### src/sv/jesq_pkg.sv
// Shared types and constants of the joystick eight-sector quantizer.
package jesq_pkg;

  // Direction codes, compass style: north is forward, east is right
  localparam logic [3:0] HEAD_IDLE = 4'd0;
  localparam logic [3:0] HEAD_N    = 4'd1;
  localparam logic [3:0] HEAD_S    = 4'd2;
  localparam logic [3:0] HEAD_W    = 4'd3;
  localparam logic [3:0] HEAD_E    = 4'd4;
  localparam logic [3:0] HEAD_NW   = 4'd5;
  localparam logic [3:0] HEAD_NE   = 4'd6;
  localparam logic [3:0] HEAD_SW   = 4'd7;
  localparam logic [3:0] HEAD_SE   = 4'd8;

  // tan(22.5 deg) in unsigned Q0.16
  localparam logic [23:0] TAN_Q16 = 24'd27146;

  localparam logic [6:0]  MAG_MAX        = 7'd100;
  localparam logic [15:0] MAG_SAT_SQ     = 16'd10000;
  localparam logic [6:0]  DEADZONE_RESET = 7'd20;
  localparam logic [13:0] DZ_SQ_RESET    = 14'(20 * 20);

  localparam logic [1:0] REG_DEADZONE = 2'd0;

  // Output of the front end (after the squares and the sector compares)
  typedef struct packed {
    logic [14:0] xx;
    logic [14:0] yy;
    logic        x_neg;
    logic        y_neg;
    logic        is_zero;
    logic        horiz;   // |y| < |x| * tan
    logic        vert;    // |x| < |y| * tan
  } front_t;

  // Output of the classifier, input of the root pipeline
  typedef struct packed {
    logic [13:0] s_lo;
    logic        sat;
    logic [3:0]  dir;
  } cls_t;

  // Try one result bit of the integer square root
  function automatic logic [6:0] sqrt_step(input logic [6:0] r, input logic [13:0] s,
                                           input logic [2:0] bitpos);
    logic [6:0]  t;
    logic [13:0] sq;
    t  = r | (7'd1 << bitpos);
    sq = {7'b0, t} * {7'b0, t};
    return (sq <= s) ? t : r;
  endfunction

endpackage

### src/sv/joystick_eight_sector_quantizer.sv
// Top level of the joystick eight-sector quantizer.
//
// Each sample beat (x_pos, y_pos, signed 8-bit) yields one result beat:
// magnitude = min(floor(sqrt(x^2 + y^2)), 100) and a direction code
// (0 stop, 1 forward, 2 back, 3 left, 4 right, 5 forward-left,
// 6 forward-right, 7 back-left, 8 back-right). Stop is reported when
// x^2 + y^2 is below deadzone^2; the magnitude is reported either way. The
// sector comes from exact compares against tan(22.5 deg) in Q0.16, no
// arctangent. The block takes one sample per cycle while no result is held
// back; an accepted sample reaches its result through one stage for absolute
// values, one for the squares and sector compares, one for the sum and
// classification, and four for the square root, two result bits per stage
// but one in the last. The last root stage is the output register. A
// one-deep skid register at the input keeps sample_ready a plain flop; while
// a result waits with result_ready low, the pipeline freezes, one more sample
// beat is caught in the skid and sample_ready then falls until the output
// side moves again. The deadzone register (byte address 0, reset 20) is
// written and read over the APB port with zero wait states; write it only
// while no samples are in flight.
module joystick_eight_sector_quantizer (
  input  logic        clk,
  input  logic        rst,
  // sample channel
  input  logic        sample_valid,
  output logic        sample_ready,
  input  logic [7:0]  x_pos,
  input  logic [7:0]  y_pos,
  // result channel
  output logic        result_valid,
  input  logic        result_ready,
  output logic [3:0]  direction,
  output logic [6:0]  magnitude,
  // configuration port
  input  logic        psel,
  input  logic        penable,
  input  logic        pwrite,
  input  logic [1:0]  paddr,
  input  logic [31:0] pwdata,
  output logic [31:0] prdata,
  output logic        pready
);
  import jesq_pkg::*;

  logic        en;
  logic        skid_valid;
  logic [7:0]  skid_x;
  logic [7:0]  skid_y;
  logic        feed_valid;
  logic [7:0]  feed_x;
  logic [7:0]  feed_y;

  logic [6:0]  deadzone;
  logic [13:0] dz_sq;
  logic        cfg_wr;

  logic        front_valid;
  front_t      front;
  logic        cls_valid;
  cls_t        cls;

  // Advance the whole pipeline unless a finished result is held back.
  assign en = !result_valid || result_ready;

  // Skid register: catch a beat accepted while the pipeline is frozen.
  assign sample_ready = !skid_valid;

  always_ff @(posedge clk) begin
    if (rst) begin
      skid_valid <= 1'b0;
    end else if (en) begin
      skid_valid <= 1'b0;
    end else if (sample_valid && !skid_valid) begin
      skid_valid <= 1'b1;
    end
  end

  always_ff @(posedge clk) begin
    if (!en && sample_valid && !skid_valid) begin
      skid_x <= x_pos;
      skid_y <= y_pos;
    end
  end

  // Drain the skid first; otherwise pass the live beat straight in.
  assign feed_valid = skid_valid || sample_valid;
  assign feed_x     = skid_valid ? skid_x : x_pos;
  assign feed_y     = skid_valid ? skid_y : y_pos;

  // Configuration: deadzone and its square, kept together.
  assign pready = 1'b1;
  assign cfg_wr = psel && penable && pwrite && pready && (paddr == REG_DEADZONE);

  always_ff @(posedge clk) begin
    if (rst) begin
      deadzone <= DEADZONE_RESET;
      dz_sq    <= DZ_SQ_RESET;
    end else if (cfg_wr) begin
      deadzone <= pwdata[6:0];
      dz_sq    <= {7'b0, pwdata[6:0]} * {7'b0, pwdata[6:0]};
    end
  end

  assign prdata = (paddr == REG_DEADZONE) ? {25'b0, deadzone} : 32'b0;

  jesq_front u_front (
    .clk         (clk),
    .rst         (rst),
    .en          (en),
    .feed_valid  (feed_valid),
    .feed_x      (feed_x),
    .feed_y      (feed_y),
    .front_valid (front_valid),
    .front       (front)
  );

  jesq_classify u_classify (
    .clk         (clk),
    .rst         (rst),
    .en          (en),
    .dz_sq       (dz_sq),
    .front_valid (front_valid),
    .front       (front),
    .cls_valid   (cls_valid),
    .cls         (cls)
  );

  jesq_sqrt u_sqrt (
    .clk       (clk),
    .rst       (rst),
    .en        (en),
    .cls_valid (cls_valid),
    .cls       (cls),
    .out_valid (result_valid),
    .out_dir   (direction),
    .out_mag   (magnitude)
  );

endmodule

### src/sv/jesq_front.sv
// Front end: absolute values, then squares and sector compares.
module jesq_front (
  input  logic                  clk,
  input  logic                  rst,
  input  logic                  en,
  input  logic                  feed_valid,
  input  logic [7:0]            feed_x,
  input  logic [7:0]            feed_y,
  output logic                  front_valid,
  output jesq_pkg::front_t      front
);
  import jesq_pkg::*;

  logic       v1;
  logic [7:0] ax;
  logic [7:0] ay;
  logic       xn;
  logic       yn;

  front_t     front_next;

  always_ff @(posedge clk) begin
    if (rst) begin
      v1 <= 1'b0;
    end else if (en) begin
      v1 <= feed_valid;
    end
  end

  // -128 folds to 8'h80, read as unsigned 128
  always_ff @(posedge clk) begin
    if (en) begin
      ax <= feed_x[7] ? (~feed_x + 8'd1) : feed_x;
      ay <= feed_y[7] ? (~feed_y + 8'd1) : feed_y;
      xn <= feed_x[7];
      yn <= feed_y[7];
    end
  end

  always_comb begin
    front_next.xx      = {7'b0, ax} * {7'b0, ax};
    front_next.yy      = {7'b0, ay} * {7'b0, ay};
    front_next.x_neg   = xn;
    front_next.y_neg   = yn;
    front_next.is_zero = (ax == 8'd0) && (ay == 8'd0);
    front_next.horiz   = {ay, 16'b0} < ({16'b0, ax} * TAN_Q16);
    front_next.vert    = {ax, 16'b0} < ({16'b0, ay} * TAN_Q16);
  end

  always_ff @(posedge clk) begin
    if (rst) begin
      front_valid <= 1'b0;
    end else if (en) begin
      front_valid <= v1;
    end
  end

  always_ff @(posedge clk) begin
    if (en) begin
      front <= front_next;
    end
  end

endmodule

### src/sv/jesq_classify.sv
// Classifier: sum of squares, deadzone test and sector code.
module jesq_classify (
  input  logic                  clk,
  input  logic                  rst,
  input  logic                  en,
  input  logic [13:0]           dz_sq,
  input  logic                  front_valid,
  input  jesq_pkg::front_t      front,
  output logic                  cls_valid,
  output jesq_pkg::cls_t        cls
);
  import jesq_pkg::*;

  logic [15:0] s;
  cls_t        cls_next;

  always_comb begin
    s = {1'b0, front.xx} + {1'b0, front.yy};
    cls_next.s_lo = s[13:0];
    cls_next.sat  = (s >= MAG_SAT_SQ);
    if (s < {2'b0, dz_sq}) begin
      cls_next.dir = HEAD_IDLE;
    end else if (front.is_zero) begin
      cls_next.dir = HEAD_E;
    end else if (front.horiz) begin
      cls_next.dir = front.x_neg ? HEAD_W : HEAD_E;
    end else if (front.vert) begin
      cls_next.dir = front.y_neg ? HEAD_S : HEAD_N;
    end else if (!front.y_neg) begin
      cls_next.dir = front.x_neg ? HEAD_NW : HEAD_NE;
    end else begin
      cls_next.dir = front.x_neg ? HEAD_SW : HEAD_SE;
    end
  end

  always_ff @(posedge clk) begin
    if (rst) begin
      cls_valid <= 1'b0;
    end else if (en) begin
      cls_valid <= front_valid;
    end
  end

  always_ff @(posedge clk) begin
    if (en) begin
      cls <= cls_next;
    end
  end

endmodule

### src/sv/jesq_sqrt.sv
// Root pipeline: two root bits per stage (one in the last), then saturation.
module jesq_sqrt (
  input  logic                  clk,
  input  logic                  rst,
  input  logic                  en,
  input  logic                  cls_valid,
  input  jesq_pkg::cls_t        cls,
  output logic                  out_valid,
  output logic [3:0]            out_dir,
  output logic [6:0]            out_mag
);
  import jesq_pkg::*;

  localparam int Stages = 4;

  logic [Stages:0] v;
  cls_t            c   [Stages+1];
  logic [6:0]      r   [Stages+1];
  logic [6:0]      mag_final;

  assign v[0] = cls_valid;
  assign c[0] = cls;
  assign r[0] = 7'd0;

  for (genvar k = 0; k < Stages; k++) begin : g_stage
    logic [6:0] r_next;

    always_comb begin
      r_next = sqrt_step(r[k], c[k].s_lo, 3'(6 - 2 * k));
      if (k < Stages - 1) begin
        r_next = sqrt_step(r_next, c[k].s_lo, 3'(5 - 2 * k));
      end
    end

    always_ff @(posedge clk) begin
      if (rst) begin
        v[k+1] <= 1'b0;
      end else if (en) begin
        v[k+1] <= v[k];
      end
    end

    always_ff @(posedge clk) begin
      if (en) begin
        c[k+1] <= c[k];
        r[k+1] <= r_next;
      end
    end
  end

  assign mag_final = c[Stages].sat ? MAG_MAX : r[Stages];

  assign out_valid = v[Stages];
  assign out_dir   = c[Stages].dir;
  assign out_mag   = mag_final;

endmodule

### config.mk
export PLATFORM = sky130hd
export DESIGN_NAME = joystick_eight_sector_quantizer
export DESIGN_NICKNAME = d
export VERILOG_FILES = /design/src/sv/jesq_pkg.sv /design/src/sv/joystick_eight_sector_quantizer.sv /design/src/sv/jesq_front.sv /design/src/sv/jesq_classify.sv /design/src/sv/jesq_sqrt.sv
export SDC_FILE = /design/constraint.sdc
export NUM_CORES = 1
export LEC_CHECK = 0
export BUFFER_PORTS_ARGS = -buffer_cell sky130_fd_sc_hd__buf_2
export CAP_MARGIN = 15
export CELL_PAD_IN_SITES_DETAIL_PLACEMENT = 1
export CELL_PAD_IN_SITES_GLOBAL_PLACEMENT = 2
export CORE_ASPECT_RATIO = 0.8
export CORE_MARGIN = 2
export CORE_UTILIZATION = 45
export DETAILED_ROUTE_END_ITERATION = 7
export PLACE_DENSITY = 0.95
export SYNTH_ARGS = -nofsm -noshare
export SYNTH_HDL_FRONTEND = slang
export SYNTH_SLANG_ARGS = --single-unit
export TNS_END_PERCENT = 10
### constraint.sdc
create_clock -name clk -period 26.1 [get_ports clk]
set_input_delay 5.22 -clock clk [delete_from_list [all_inputs] [get_ports clk]]
set_output_delay 5.22 -clock clk [all_outputs]
set_load 0.05 [all_outputs]
After elaboration in Yosys (flattened, before gate mapping)
Index checks and enable logic that the tools add are counted.
- flip-flop bits (word level): 207
- output and inout port bits: 46
- word-level logic and storage cells: 109
- $add $sub $neg: 3
- multipliers: 11
- magnitude comparators: 11
- muxes and demuxes: 17
- bitwise logic cells: 2
- reduce and logical (&&, ||, !) cells: 17
- operators by type and width (kind ; number):
    $mul A7 B7 Y14 ; 7
    $le A14 B14 Y1 ; 6
    $lt A24 B23 Y1 ; 2
    $mul A8 B14 Y22 const B ; 2
    $mux W7 ; 5
    $mul A8 B8 Y15 ; 2
    $add A15 B15 Y16 ; 1
    $add A8 B1 Y8 const B ; 2
    $ge A16 B14 Y1 const B ; 1
    $logic_not A8 Y1 ; 2
    $lt A16 B14 Y1 ; 1
    $mux W4 ; 4
    $mux W8 ; 2
    $not A8 Y8 ; 2
    $le A13 B14 Y1 const A ; 1
    $mux W3 ; 3
    $logic_and A1 B1 Y1 ; 7
    $mux W5 ; 1
    $mux W2 ; 2
    $reduce_or A2 Y1 ; 2
    $logic_not A1 Y1 ; 3
    $logic_not A2 Y1 ; 1
    $logic_or A1 B1 Y1 ; 2

Longest topological paths before layout
Gate-level depths: netlist of the first run.
- depth after elaboration: 5
- depth in mapped cells: 39
- mapped depth without buffers: 38

By module
Synthesis of the first run repeated with hierarchy kept, for this count alone.
- cells, all modules: 1891
- area total of the unflattened synthesis: 19600.0 um^2
- modules (own cells, without submodules) (module ; times used ; cells each ; area an instance (um^2)):
    jesq_front ; 1 ; 854 ; 8470.6
    jesq_sqrt ; 1 ; 548 ; 6356.1
    joystick_eight_sector_quantizer ; 1 ; 303 ; 2920.3
    jesq_classify ; 1 ; 186 ; 1853.0

Least setup slack after synthesis of the first run
OpenSTA, ideal clock, no wires.
- kind: input to output
- from: input paddr[1]
- to: output prdata[0]
- data arrival time: 5.936 ns
- path slack: 14.944 ns
- stages: 2
- path through: nor2_1 and2_1
- word-level cells in the longest chain between the ends: 2
- ends and longest elaborated chain (item ; RTL line ; source):
    from (decl) ; joystick_eight_sector_quantizer.sv:37 ; input logic [1:0] paddr,
    $logic_not A2 Y1 ; joystick_eight_sector_quantizer.sv:103 ; assign prdata = (paddr == REG_DEADZONE) ? {25'b0, deadzone} : 32'b0;
    $mux W7 ; joystick_eight_sector_quantizer.sv:103 ;
    to (decl) ; joystick_eight_sector_quantizer.sv:39 ; output logic [31:0] prdata,
Every way passes these cells.

Final worst setup path of the first run
Same ends and word-level chain as after synthesis.

==> flow_summary.html, run 1 <==
<table>
<tr><th>Metric</th><th>Value</th></tr>
<tr><th colspan="2">Status</th></tr>
<tr><td>Run status</td><td>complete, no violations</td></tr>
<tr><th colspan="2">Floorplanning</th></tr>
<tr><td>Die width</td><td>about 230 microns</td></tr>
<tr><td>Die extent in y</td><td>188 microns</td></tr>
<tr><td>Top-level I/O count</td><td>103</td></tr>
<tr><td>Number of placement rows</td><td>67</td></tr>
<tr><td>Area enclosed by the die boundary</td><td>44000 sq um</td></tr>
<tr><td>Initial core utilization</td><td>45.5%</td></tr>
<tr><td>Core area</td><td>around 42000 sq um</td></tr>
<tr><th colspan="2">Place</th></tr>
<tr><td>I/O Buffers</td><td>51</td></tr>
<tr><td>Post-Place Setup Slack</td><td>14550 ps</td></tr>
<tr><td>DP Wirelength</td><td>36.3 mm</td></tr>
<tr><td>Cell count after placement</td><td>2430</td></tr>
<tr><td>Weighted congestion at the end of routability-driven global placement</td><td>~0.85</td></tr>
<tr><th colspan="2">Route</th></tr>
<tr><td>Antenna-violating nets left</td><td>0</td></tr>
<tr><td>Routed wire length per instance</td><td>18.4 microns</td></tr>
<tr><td>WL final</td><td>around 45 mm</td></tr>
<tr><td>Number of remaining DRC errors</td><td>0</td></tr>
<tr><td>First-pass iteration count of the detailed router</td><td>5</td></tr>
<tr><td>Starting DRT DRC Count</td><td>roughly 520</td></tr>
<tr><td>Vias per cell</td><td>5.41</td></tr>
<tr><td>Routed via count</td><td>around 13k</td></tr>
<tr><th colspan="2">Timing</th></tr>
<tr><td>Worst-case headroom to the max-slew limit</td><td>27.9%</td></tr>
<tr><td>Worst Max-Slew Pin Slew</td><td>1080 ps</td></tr>
<tr><td>Final Hold Slack</td><td>~420 ps</td></tr>
<tr><td>Post-route clock skew</td><td>10.2 ps</td></tr>
<tr><td>Final setup viols</td><td>0</td></tr>
<tr><td>Fraction of the cycle the final worst path needs</td><td>44.2%</td></tr>
<tr><td>Final Slew Violations</td><td>0</td></tr>
<tr><td>Final period demand of the worst path</td><td>11530 ps</td></tr>
<tr><td>Max Fclk</td><td>0.0868 GHz</td></tr>
<tr><td>Post-layout worst setup margin</td><td>14570 ps</td></tr>
<tr><td>Total Negative Setup Slacks</td><td>0 ps</td></tr>
<tr><td>Final hold violation count</td><td>0</td></tr>
<tr><td>Setup repair after global routing missed its margin</td><td>no</td></tr>
<tr><th colspan="2">Clock network</th></tr>
<tr><td>Clk slew on worst S/H paths</td><td>approximately 80 ps</td></tr>
<tr><td>CTS hold repair buffers</td><td>0</td></tr>
<tr><td>CTS Root Buffer Type</td><td>sky130_fd_sc_hd__clkbuf_16</td></tr>
<tr><td>Clock Sinks</td><td>between 150 and 200</td></tr>
<tr><td>Clock tree from TritonCTS</td><td>done</td></tr>
<tr><td>H-Tree Level Count</td><td>4</td></tr>
<tr><td>Post-CTS Repair Setup Buffers</td><td>0</td></tr>
<tr><td>Total clock buffers created by CTS</td><td>17</td></tr>
<tr><td>Bufs on Longest Clock Path</td><td>2</td></tr>
<tr><td>Quantity of gates resized following cts</td><td>0</td></tr>
<tr><td>Clock latency at the later pin of the worst-skew pair</td><td>approximately 460 ps</td></tr>
<tr><th colspan="2">Setup path</th></tr>
<tr><td>Maximum fanout count along the critical path</td><td>9</td></tr>
<tr><td>Largest stage delay on the critical path</td><td>500 ps</td></tr>
<tr><td>Worst setup path category</td><td>in2out</td></tr>
<tr><td>Critical Path RT</td><td>20880 ps</td></tr>
<tr><td>Critical path launch point type</td><td>input pin</td></tr>
<tr><td>Category of the worst setup path capture point</td><td>primary output</td></tr>
<tr><td>Cell with the largest stage delay on the worst path</td><td>sky130_fd_sc_hd__nor2_1</td></tr>
<tr><td>CP most frequent cell</td><td>sky130_fd_sc_hd__buf_2</td></tr>
<tr><td>Crit path arrival time</td><td>6310 ps</td></tr>
<tr><td>Chain of cells forming the critical path</td><td>buf_2, nor2_1, and2_1, buf_2</td></tr>
<tr><th colspan="2">Finish</th></tr>
<tr><td>Number of fill cells in the layout</td><td>4648</td></tr>
<tr><td>Fraction of final layout cells with drive strength greater than 1</td><td>roughly 6.2%</td></tr>
<tr><td>Count of nets after finishing</td><td>2429</td></tr>
<tr><td>Number of standard cells in the layout, taps in and fillers out</td><td>2465</td></tr>
<tr><td>Leading cell type in the layout, fill and taps excluded</td><td>sky130_fd_sc_hd__ha_1</td></tr>
<tr><td>Layout overhead on the synthesized area</td><td>7.19%</td></tr>
<tr><td>Sequential cell area</td><td>5560 sq um</td></tr>
<tr><td>Area used by multi-input combinational logic</td><td>12300 sq um</td></tr>
<tr><td>Leading cell types in the layout, fill and taps excluded</td><td>sky130_fd_sc_hd__ha_1 (363), sky130_fd_sc_hd__inv_1 (261), sky130_fd_sc_hd__edfxtp_1 (167), sky130_fd_sc_hd__fa_1 (111), sky130_fd_sc_hd__nand2_1 (110)</td></tr>
<tr><th colspan="2">Synth</th></tr>
<tr><td>Post-synth top area share</td><td>26.3%</td></tr>
<tr><td>Share of flip-flops with an asynchronous set or reset after synthesis</td><td>0%</td></tr>
<tr><td>Sequential-to-total area share from yosys stat</td><td>29.2%</td></tr>
<tr><td>Leading register cell type out of synthesis</td><td>sky130_fd_sc_hd__edfxtp_1</td></tr>
<tr><td>Post-synth EDFFs</td><td>roughly 170</td></tr>
<tr><td>Number of synthesized register bits</td><td>194</td></tr>
<tr><td>Gate count of the mapped netlist</td><td>roughly 1.9k</td></tr>
<tr><td>Most area-hungry cell type in the Yosys netlist</td><td>sky130_fd_sc_hd__edfxtp_1</td></tr>
<tr><td>Average footprint of a synthesized cell</td><td>10.3 sq um</td></tr>
<tr><td>Synth unique cells</td><td>74</td></tr>
<tr><td>Synth Warn #</td><td>0</td></tr>
<tr><td>Top cells by area, synth</td><td>sky130_fd_sc_hd__edfxtp_1 (26%), sky130_fd_sc_hd__ha_1 (24%), sky130_fd_sc_hd__fa_1 (12%)</td></tr>
<tr><td>Post-Synthesis Cell Area</td><td>19100 sq um</td></tr>
<tr><th colspan="2">GRT</th></tr>
<tr><td>Aggregate global-route resource usage</td><td>between 20% and 30%</td></tr>
<tr><td>Antenna violations before repair</td><td>5</td></tr>
<tr><td>Maximum number of pins on one net before global-route repair</td><td>84</td></tr>
<tr><td>Aggregate global routing overflow</td><td>0</td></tr>
<tr><td>Number of global-route vias before repair</td><td>14.7k</td></tr>
<tr><td>First-pass GRT wire length</td><td>75.7 mm</td></tr>
<tr><th colspan="2">Worst hold path</th></tr>
<tr><td>Type of the worst min-delay path</td><td>reg2reg</td></tr>
<tr><th colspan="2">Flow run</th></tr>
<tr><td>Maxcap violations</td><td>0</td></tr>
</table>
-- flip-flops by register name (all words and copies together), names as in the netlist, 4 cells and up --
signal,cells
deadzone,7
dz_sq,12
skid_x,8
skid_y,8
u_classify.cls,19
u_front.ax,8
u_front.ay,8
u_front.front,33
u_sqrt.c,58
u_sqrt.out_dir,4
u_sqrt.r,19
-- critical path, delay by kind of cell --
kind / cells / cell delay (ps)
buffers and inverters: 2 / 360
AND/OR/NAND/NOR: 2 / 720
-- per-stage QoR --
stage                     utilization (%)  instance area, sq um
after floorplan                         -                 19100
after global placement               47.3                 19800
after detailed placement             47.3                 19800
after CTS                            48.7                 20400
after global routing                 48.8                 20400
final                                48.8                 20400
-- cells by family after synthesis --
kind of cell,share of synthesized area [%]
compound gates,9.98
xor+xnor,5.88
fa+ha+maj,35.5
buf+inv,6.95
flops,29.2
mux,0.762
other cells,0.0394
simple gates,11.7
-- path summary, 6_finish.rpt --
path | slack [ps] | from | to | depth (start not counted)
setup / recovery | 14570 | paddr[1] | prdata[0] | 4
setup reg to reg | 16570 | u_sqrt.r[18] | u_sqrt.r[8] | 36
hold reg to reg | 420 | u_sqrt.c[21] | u_sqrt.out_dir[2] | 0
hold / removal | 420 | u_sqrt.c[21] | u_sqrt.out_dir[2] | 0
-- Yosys cell counts, types with 10 or more instances --
cell / instances
sky130_fd_sc_hd__a211oi_1: 11
sky130_fd_sc_hd__a21o_1: 33
sky130_fd_sc_hd__a21oi_1: 84
sky130_fd_sc_hd__a31oi_1: 12
sky130_fd_sc_hd__and2_1: 42
sky130_fd_sc_hd__buf_4: 30
sky130_fd_sc_hd__clkbuf_1: 27
sky130_fd_sc_hd__dfxtp_1: 27
sky130_fd_sc_hd__edfxtp_1: 167
sky130_fd_sc_hd__fa_1: 111
sky130_fd_sc_hd__ha_1: 363
sky130_fd_sc_hd__inv_1: 261
sky130_fd_sc_hd__mux2i_1: 10
sky130_fd_sc_hd__nand2_1: 110
sky130_fd_sc_hd__nand2b_1: 28
sky130_fd_sc_hd__nand3_1: 17
sky130_fd_sc_hd__nand4_1: 21
sky130_fd_sc_hd__nor2_1: 98
sky130_fd_sc_hd__nor2b_1: 27
sky130_fd_sc_hd__nor3_1: 24
sky130_fd_sc_hd__nor4_1: 12
sky130_fd_sc_hd__o21a_1: 12
sky130_fd_sc_hd__o21ai_0: 63
sky130_fd_sc_hd__or2_2: 13
sky130_fd_sc_hd__xnor2_1: 84
sky130_fd_sc_hd__xor2_1: 44
-- layer usage --
metal / vias to the layer above / share of wire (%) / wire length (microns) / global-route usage [%]
met5: - / 0.071 / 32 / 0
met3: 64 / 3.9 / 1780 / 4.14
met4: 4 / 1.7 / 788 / 5.23
met2: 216 / 49 / 22400 / 37.5
met1: 6601 / 45 / 20300 / 27.8
li1: 6456 / - / - / -
-- cell type report --
type	instances	share of cell area [%]
diodes	2	0.0245
clock buffers	18	2.10
clock inverters	14	0.913
inverters	262	4.84
multi-input cells	1369	60.1
flip-flops and latches	194	27.2
well taps	552	3.38
repair buffers	54	1.46
Power of run 1 is not shown: default switching activity piles up to over one toggle a cycle in this logic, so the estimate is an artifact.
==> run 2, diff against run 1 <==
ABC_AREA = 1   (was default)
CORE_UTILIZATION = 40   (was 45)
PLACE_DENSITY = 0.91   (was 0.95)
clock period = 10.9 ns   (was 26.1 ns; I/O delays follow)
==> flow_summary.html, run 2 <==
<table>
<tr><th>Metric</th><th>Value</th></tr>
<tr><th colspan="2">Status</th></tr>
<tr><td>Run status</td><td>complete, no violations</td></tr>
<tr><th colspan="2">Finish</th></tr>
<tr><td>Final antenna diode count</td><td>0</td></tr>
<tr><td>Layout overhead on the synthesized area</td><td>7.68%</td></tr>
<tr><td>Leading cell type in the layout, fill and taps excluded</td><td>sky130_fd_sc_hd__inv_1</td></tr>
<tr><td>Leading cell types in the layout, fill and taps excluded</td><td>sky130_fd_sc_hd__inv_1 (466), sky130_fd_sc_hd__nand2_1 (411), sky130_fd_sc_hd__ha_1 (363), sky130_fd_sc_hd__edfxtp_1 (167), sky130_fd_sc_hd__nor2_1 (139)</td></tr>
<tr><td>Count of nets after finishing</td><td>2866</td></tr>
<tr><td>Fraction of final layout cells with drive strength greater than 1</td><td>4.94%</td></tr>
<tr><td>Number of fill cells in the layout</td><td>around 6k</td></tr>
<tr><td>Largest register by flop count</td><td>u_sqrt.c</td></tr>
<tr><td>Largest registers</td><td>u_sqrt.c x58, u_front.front x33</td></tr>
<tr><td>Max FFs per register</td><td>58</td></tr>
<tr><td>Number of standard cells in the layout, taps in and fillers out</td><td>3023</td></tr>
<tr><td>Final Core Density</td><td>43.4%</td></tr>
<tr><th colspan="2">Setup path</th></tr>
<tr><td>Category of the worst setup path capture point</td><td>flip-flop</td></tr>
<tr><td>Crit path arrival time</td><td>8760 ps</td></tr>
<tr><td>Critical path launch point type</td><td>flip-flop</td></tr>
<tr><td>CP most frequent cell</td><td>sky130_fd_sc_hd__nand2_1</td></tr>
<tr><td>Worst setup path category</td><td>reg2reg</td></tr>
<tr><td>Critical Path RT</td><td>between 10000 and 15000 ps</td></tr>
<tr><td>Cell with the largest stage delay on the worst path</td><td>sky130_fd_sc_hd__edfxtp_1</td></tr>
<tr><td>Largest stage delay on the critical path</td><td>700 ps</td></tr>
<tr><td>Maximum fanout count along the critical path</td><td>11</td></tr>
<tr><th colspan="2">Synth</th></tr>
<tr><td>Post-Synthesis Cell Area</td><td>19900 sq um</td></tr>
<tr><td>Synth Warn #</td><td>0</td></tr>
<tr><td>Average footprint of a synthesized cell</td><td>8.71 sq um</td></tr>
<tr><td>Number of synthesized register bits</td><td>about 190</td></tr>
<tr><td>Most area-hungry cell type in the Yosys netlist</td><td>sky130_fd_sc_hd__edfxtp_1</td></tr>
<tr><td>Leading register cell type out of synthesis</td><td>sky130_fd_sc_hd__edfxtp_1</td></tr>
<tr><td>Cell types with the highest counts after synthesis</td><td>sky130_fd_sc_hd__inv_1 (466), sky130_fd_sc_hd__nand2_1 (411), sky130_fd_sc_hd__ha_1 (363)</td></tr>
<tr><td>Most common cell in the synthesized netlist</td><td>sky130_fd_sc_hd__inv_1</td></tr>
<tr><td>Sequential-to-total area share from yosys stat</td><td>27.8%</td></tr>
<tr><td>Post-synth top area share</td><td>roughly a quarter</td></tr>
<tr><td>Top cells by area, synth</td><td>sky130_fd_sc_hd__edfxtp_1 (25%), sky130_fd_sc_hd__ha_1 (23%), sky130_fd_sc_hd__fa_1 (11%)</td></tr>
<tr><td>Synth unique cells</td><td>49</td></tr>
<tr><td>Share of flip-flops with an asynchronous set or reset after synthesis</td><td>0%</td></tr>
<tr><td>Post-synth EDFFs</td><td>approximately 170</td></tr>
<tr><td>Gate count of the mapped netlist</td><td>2291</td></tr>
<tr><th colspan="2">Floorplanning</th></tr>
<tr><td>Die extent in y</td><td>204 microns</td></tr>
<tr><td>Initial core utilization</td><td>40.3%</td></tr>
<tr><td>Core area</td><td>around 50000 sq um</td></tr>
<tr><td>Die width</td><td>~250 microns</td></tr>
<tr><td>Number of placement rows</td><td>73</td></tr>
<tr><td>Area enclosed by the die boundary</td><td>51700 sq um</td></tr>
<tr><td>Top-level I/O count</td><td>103</td></tr>
<tr><th colspan="2">Clock network</th></tr>
<tr><td>Clock tree from TritonCTS</td><td>done</td></tr>
<tr><td>H-Tree Level Count</td><td>4</td></tr>
<tr><td>Bufs on Longest Clock Path</td><td>2</td></tr>
<tr><td>Clock Sinks</td><td>194</td></tr>
<tr><td>Clock latency at the later pin of the worst-skew pair</td><td>between 400 and 500 ps</td></tr>
<tr><td>CTS Root Buffer Type</td><td>sky130_fd_sc_hd__clkbuf_16</td></tr>
<tr><td>CTS hold repair buffers</td><td>0</td></tr>
<tr><td>Clk slew on worst S/H paths</td><td>80 ps</td></tr>
<tr><td>Quantity of gates resized following cts</td><td>0</td></tr>
<tr><td>Post-CTS Repair Setup Buffers</td><td>0</td></tr>
<tr><td>Total clock buffers created by CTS</td><td>17</td></tr>
<tr><th colspan="2">GRT</th></tr>
<tr><td>First-pass GRT wire length</td><td>around 80 mm</td></tr>
<tr><td>Aggregate global routing overflow</td><td>0</td></tr>
<tr><td>Maximum number of pins on one net before global-route repair</td><td>84</td></tr>
<tr><td>Number of global-route vias before repair</td><td>between 15k and 20k</td></tr>
<tr><td>Aggregate global-route resource usage</td><td>19.2%</td></tr>
<tr><td>Antenna violations before repair</td><td>3</td></tr>
<tr><th colspan="2">Timing</th></tr>
<tr><td>Worst Max-Slew Pin Slew</td><td>1070 ps</td></tr>
<tr><td>Max Fclk</td><td>0.117 GHz</td></tr>
<tr><td>Setup repair after global routing missed its margin</td><td>no</td></tr>
<tr><td>Final period demand of the worst path</td><td>approximately 8600 ps</td></tr>
<tr><td>Final hold violation count</td><td>0</td></tr>
<tr><td>Final setup viols</td><td>0</td></tr>
<tr><td>Post-route clock skew</td><td>12.7 ps</td></tr>
<tr><td>Post-layout worst setup margin</td><td>2350 ps</td></tr>
<tr><td>Worst-case headroom to the max-slew limit</td><td>28.8%</td></tr>
<tr><td>Fraction of the cycle the final worst path needs</td><td>78.5%</td></tr>
<tr><td>Final Slew Violations</td><td>0</td></tr>
<tr><td>Total Negative Setup Slacks</td><td>0 ps</td></tr>
<tr><th colspan="2">Route</th></tr>
<tr><td>Routed via count</td><td>roughly 15k</td></tr>
<tr><td>WL final</td><td>47.1 mm</td></tr>
<tr><td>First-pass iteration count of the detailed router</td><td>5</td></tr>
<tr><td>Starting DRT DRC Count</td><td>587</td></tr>
<tr><td>Antenna-violating nets left</td><td>0</td></tr>
<tr><td>Routed wire length per instance</td><td>about 16 microns</td></tr>
<tr><td>Number of remaining DRC errors</td><td>0</td></tr>
<tr><td>Vias per cell</td><td>4.91</td></tr>
<tr><th colspan="2">Place</th></tr>
<tr><td>DP Wirelength</td><td>39.1 mm</td></tr>
<tr><td>I/O Buffers</td><td>51</td></tr>
<tr><td>Post-Place Setup Slack</td><td>between 2000 and 2500 ps</td></tr>
<tr><td>Weighted congestion at the end of routability-driven global placement</td><td>0.845</td></tr>
<tr><td>Cell count after placement</td><td>2990</td></tr>
<tr><th colspan="2">Worst hold path</th></tr>
<tr><td>Type of the worst min-delay path</td><td>reg2reg</td></tr>
<tr><th colspan="2">Flow run</th></tr>
<tr><td>Maxcap violations</td><td>0</td></tr>
</table>
run 2: changes by cell type in the layout (fill, tap and decap cells not counted), sizes merged, moves of 41 or more:
cell,before,now
nor2,98,139
nand2,110,413
inv,270,478
and2,43,1
nand3,17,91
a21oi,84,132
run 2: per-stage QoR:
step	cell area, sq um	hold slack (ps)
after CTS	21500	423
after global placement	20800	403
final	21500	419
after floorplan	20000	400
after detailed placement	20800	406
after global routing	21500	428
run 2: cell type report:
cell class              instances  area [sq um]  area share (%)
multi-input cells            1597         12400            57.6
flip-flops and latches        194          5560            25.9
inverters                     470          1780            8.27
well taps                     675           845            3.93
clock inverters                15           223            1.04
repair buffers                 55           285            1.33
clock buffers                  17           425            1.98
run 2: final timing paths:
check / start / endpoint / slack [ps] / depth (start not counted)
setup / recovery: u_sqrt.r[17] / u_sqrt.r[8] / 2350 / 39
hold reg to reg: u_classify.cls[4] / u_sqrt.c[61] / 420 / 0
setup reg to reg: u_sqrt.r[17] / u_sqrt.r[8] / 2350 / 39
hold / removal: u_classify.cls[4] / u_sqrt.c[61] / 420 / 0
run 2: logic make-up (layout without fill, tap and decap cells):
| group | after synthesis | after routing | synth area share, % |
|---|---|---|---|
| other | 2 | 28 | 0.0376 |
| adder cells (fa/ha/maj) | 474 | 474 | 33.9 |
| AO/OA/AOI/OAI | 250 | 250 | 7.06 |
| flip-flops | 194 | 194 | 27.8 |
| multiplexers | 8 | 8 | 0.427 |
| AND/OR/NAND/NOR | 723 | 723 | 15.1 |
| buffers and inverters | 526 | 557 | 10.6 |
| XOR/XNOR | 114 | 114 | 5.01 |
run 2: metal layers:
layer	vias to the layer above	GRT usage [%]	routed length, microns	share of wire (%)
met4	2	3.47	571	1.2
li1	7448	-	-	-
met3	43	2.97	1430	3.0
met1	7194	25.8	22700	48
met2	171	32.9	22400	48
met5	-	0	13	0.028
run 2: worst max-delay path, delay by kind of cell, from the launching register on:
| family | cells | cell delay (ps) |
|---|---|---|
| flops | 1 | 700 |
| simple gates | 14 | 1610 |
| xor+xnor | 4 | 740 |
| compound gates | 6 | 850 |
| fa+ha+maj | 11 | 4070 |
| buf+inv | 4 | 330 |
Power of run 2 is left out for the same reason.
==> run 3, diff against run 2 <==
CORE_UTILIZATION = 36   (was 40)
PLACE_DENSITY = 0.87   (was 0.91)
clock period = 7.1 ns   (was 10.9 ns; I/O delays follow)
==> flow_summary.html, run 3 (synthesized netlist as in run 2, its figures left out) <==
<table>
<tr><th>Metric</th><th>Value</th></tr>
<tr><th colspan="2">GRT</th></tr>
<tr><td>Antenna violations before repair</td><td>2</td></tr>
<tr><td>Number of global-route vias before repair</td><td>16.2k</td></tr>
<tr><td>Maximum number of pins on one net before global-route repair</td><td>85</td></tr>
<tr><td>Aggregate global-route resource usage</td><td>17.4%</td></tr>
<tr><td>Aggregate global routing overflow</td><td>0</td></tr>
<tr><td>First-pass GRT wire length</td><td>80.9 mm</td></tr>
<tr><th colspan="2">Floorplanning</th></tr>
<tr><td>Top-level I/O count</td><td>103</td></tr>
<tr><td>Die extent in y</td><td>215 microns</td></tr>
<tr><td>Initial core utilization</td><td>36.3%</td></tr>
<tr><td>Core area</td><td>55000 sq um</td></tr>
<tr><td>Die width</td><td>267 microns</td></tr>
<tr><td>Number of placement rows</td><td>77</td></tr>
<tr><td>Area enclosed by the die boundary</td><td>57300 sq um</td></tr>
<tr><th colspan="2">Timing</th></tr>
<tr><td>Final setup viols</td><td>1</td></tr>
<tr><td>Final hold violation count</td><td>0</td></tr>
<tr><td>Post-route clock skew</td><td>16.0 ps</td></tr>
<tr><td>Worst Max-Slew Pin Slew</td><td>1090 ps</td></tr>
<tr><td>Setup repair after global routing missed its margin</td><td>yes</td></tr>
<tr><td>Final Slew Violations</td><td>0</td></tr>
<tr><td>Post-layout worst setup margin</td><td>-478 ps</td></tr>
<tr><td>Fraction of the cycle the final worst path needs</td><td>107%</td></tr>
<tr><td>Max Fclk</td><td>0.132 GHz</td></tr>
<tr><td>Worst-case headroom to the max-slew limit</td><td>27.2%</td></tr>
<tr><td>Final period demand of the worst path</td><td>roughly 7600 ps</td></tr>
<tr><th colspan="2">Route</th></tr>
<tr><td>Routed via count</td><td>about 15k</td></tr>
<tr><td>WL final</td><td>48.2 mm</td></tr>
<tr><td>First-pass iteration count of the detailed router</td><td>5</td></tr>
<tr><td>Routed wire length per instance</td><td>15.3 microns</td></tr>
<tr><td>Starting DRT DRC Count</td><td>610</td></tr>
<tr><td>Vias per cell</td><td>about 4.8</td></tr>
<tr><td>Antenna-violating nets left</td><td>0</td></tr>
<tr><td>Number of remaining DRC errors</td><td>0</td></tr>
<tr><th colspan="2">Place</th></tr>
<tr><td>I/O Buffers</td><td>between 50 and 60</td></tr>
<tr><td>Weighted congestion at the end of routability-driven global placement</td><td>0.850</td></tr>
<tr><td>Post-Place Setup Slack</td><td>-702 ps</td></tr>
<tr><td>DP Wirelength</td><td>39.9 mm</td></tr>
<tr><td>Cell count after placement</td><td>3095</td></tr>
<tr><th colspan="2">Clock network</th></tr>
<tr><td>Clock tree from TritonCTS</td><td>done</td></tr>
<tr><td>Clk slew on worst S/H paths</td><td>80 ps</td></tr>
<tr><td>H-Tree Level Count</td><td>4</td></tr>
<tr><td>Bufs on Longest Clock Path</td><td>2</td></tr>
<tr><td>Clock latency at the later pin of the worst-skew pair</td><td>470 ps</td></tr>
<tr><td>CTS Root Buffer Type</td><td>sky130_fd_sc_hd__clkbuf_16</td></tr>
<tr><td>Total clock buffers created by CTS</td><td>17</td></tr>
<tr><td>Clock Sinks</td><td>194</td></tr>
<tr><td>CTS hold repair buffers</td><td>0</td></tr>
<tr><th colspan="2">Finish</th></tr>
<tr><td>Leading cell types in the layout, fill and taps excluded</td><td>sky130_fd_sc_hd__inv_1 (464), sky130_fd_sc_hd__nand2_1 (406), sky130_fd_sc_hd__ha_1 (355), sky130_fd_sc_hd__edfxtp_1 (167), sky130_fd_sc_hd__nor2_1 (135)</td></tr>
<tr><td>Count of nets after finishing</td><td>2907</td></tr>
<tr><td>Layout overhead on the synthesized area</td><td>10.7%</td></tr>
<tr><td>Max FFs per register</td><td>58</td></tr>
<tr><td>Leading cell type in the layout, fill and taps excluded</td><td>sky130_fd_sc_hd__inv_1</td></tr>
<tr><td>Largest registers</td><td>u_sqrt.c x58, u_front.front x33</td></tr>
<tr><td>Fraction of final layout cells with drive strength greater than 1</td><td>around 8.1%</td></tr>
<tr><td>Largest register by flop count</td><td>u_sqrt.c</td></tr>
<tr><td>Number of fill cells in the layout</td><td>6488</td></tr>
<tr><td>Number of standard cells in the layout, taps in and fillers out</td><td>3140</td></tr>
<tr><th colspan="2">Setup path</th></tr>
<tr><td>Largest stage delay on the critical path</td><td>560 ps</td></tr>
<tr><td>Maximum fanout count along the critical path</td><td>4</td></tr>
<tr><td>Category of the worst setup path capture point</td><td>flip-flop</td></tr>
<tr><td>Cell with the largest stage delay on the worst path</td><td>sky130_fd_sc_hd__fa_1</td></tr>
<tr><td>Critical Path RT</td><td>roughly 7300 ps</td></tr>
<tr><td>Critical path launch point type</td><td>flip-flop</td></tr>
<tr><td>Worst setup path category</td><td>reg2reg</td></tr>
<tr><td>Crit path arrival time</td><td>7800 ps</td></tr>
<tr><td>CP most frequent cell</td><td>sky130_fd_sc_hd__nand2_1</td></tr>
<tr><th colspan="2">Status</th></tr>
<tr><td>Run status</td><td>finished, violations left</td></tr>
<tr><td>Violated checks</td><td>negative setup slack</td></tr>
<tr><th colspan="2">Worst hold path</th></tr>
<tr><td>Type of the worst min-delay path</td><td>reg2reg</td></tr>
<tr><th colspan="2">Flow run</th></tr>
<tr><td>Maxcap violations</td><td>0</td></tr>
</table>
==> run 3: changes by cell type in the layout (fill, tap and decap cells not counted), moves of 5 or more <==
cell | before | now
sky130_fd_sc_hd__ha_4 | 0 | 7
sky130_fd_sc_hd__nand2_1 | 411 | 406
sky130_fd_sc_hd__buf_4 | 4 | 45
sky130_fd_sc_hd__o21ai_0 | 59 | 54
sky130_fd_sc_hd__ha_1 | 363 | 355
sky130_fd_sc_hd__a21oi_2 | 0 | 5
sky130_fd_sc_hd__a21oi_1 | 132 | 127
==> run 3: final timing paths <==
| path | startpoint | endpoint | slack [ps] | cells past startpoint |
|---|---|---|---|---|
| min reg2reg | u_sqrt.c[39] | u_sqrt.c[20] | 410 | 0 |
| max | u_sqrt.r[18] | u_sqrt.r[8] | -480 | 38 |
| min | u_sqrt.c[39] | u_sqrt.c[20] | 410 | 0 |
| max reg2reg | u_sqrt.r[18] | u_sqrt.r[8] | -480 | 38 |
==> run 3: repair_timing <==
action	in CTS	in global routing
hold endpoints to repair	0	0
gates resized for setup	20	9
setup endpoints to repair	1	1
buffers inserted	7	4
pin swaps	17	11
==> run 3: per-stage QoR <==
step	instance area, sq um	utilization (%)	TNS, ps	hold slack (ps)
finish	22100	40.1	-478	414
global route	22100	40.1	-894	428
CTS	22000	40.0	-470	416
detailed placement	21200	38.6	-702	406
global placement	21200	38.6	-386	406
floorplan	20100	-	-2320	400
==> run 3: layout make-up <==
cell class	instances	area (sq um)	area share [%]
multi-input combinational	1597	12600	57.0
tap	750	938	4.25
clock inverter	15	198	0.896
inverter	470	1780	8.07
antenna	1	2.50	0.0113
clock buffer	17	425	1.93
sequential	194	5560	25.2
timing repair buffer	96	593	2.69
==> run 3: layer usage <==
layer,GRT usage (%),wire length [microns],vias up
met4,3.39,443,0
met3,2.47,1100,38
met2,29.0,22900,123
met1,24.0,23700,7296
met5,0,0,-
li1,-,-,7521
==> run 3: critical path, delay by kind of cell (launching register included) <==
| family | cells | cell delay, ps |
|---|---|---|
| buf+inv | 3 | 240 |
| compound gates | 4 | 450 |
| flops | 1 | 460 |
| fa+ha+maj | 11 | 4180 |
| xor+xnor | 3 | 460 |
| simple gates | 17 | 1500 |
Power of run 3 is left out for the same reason.
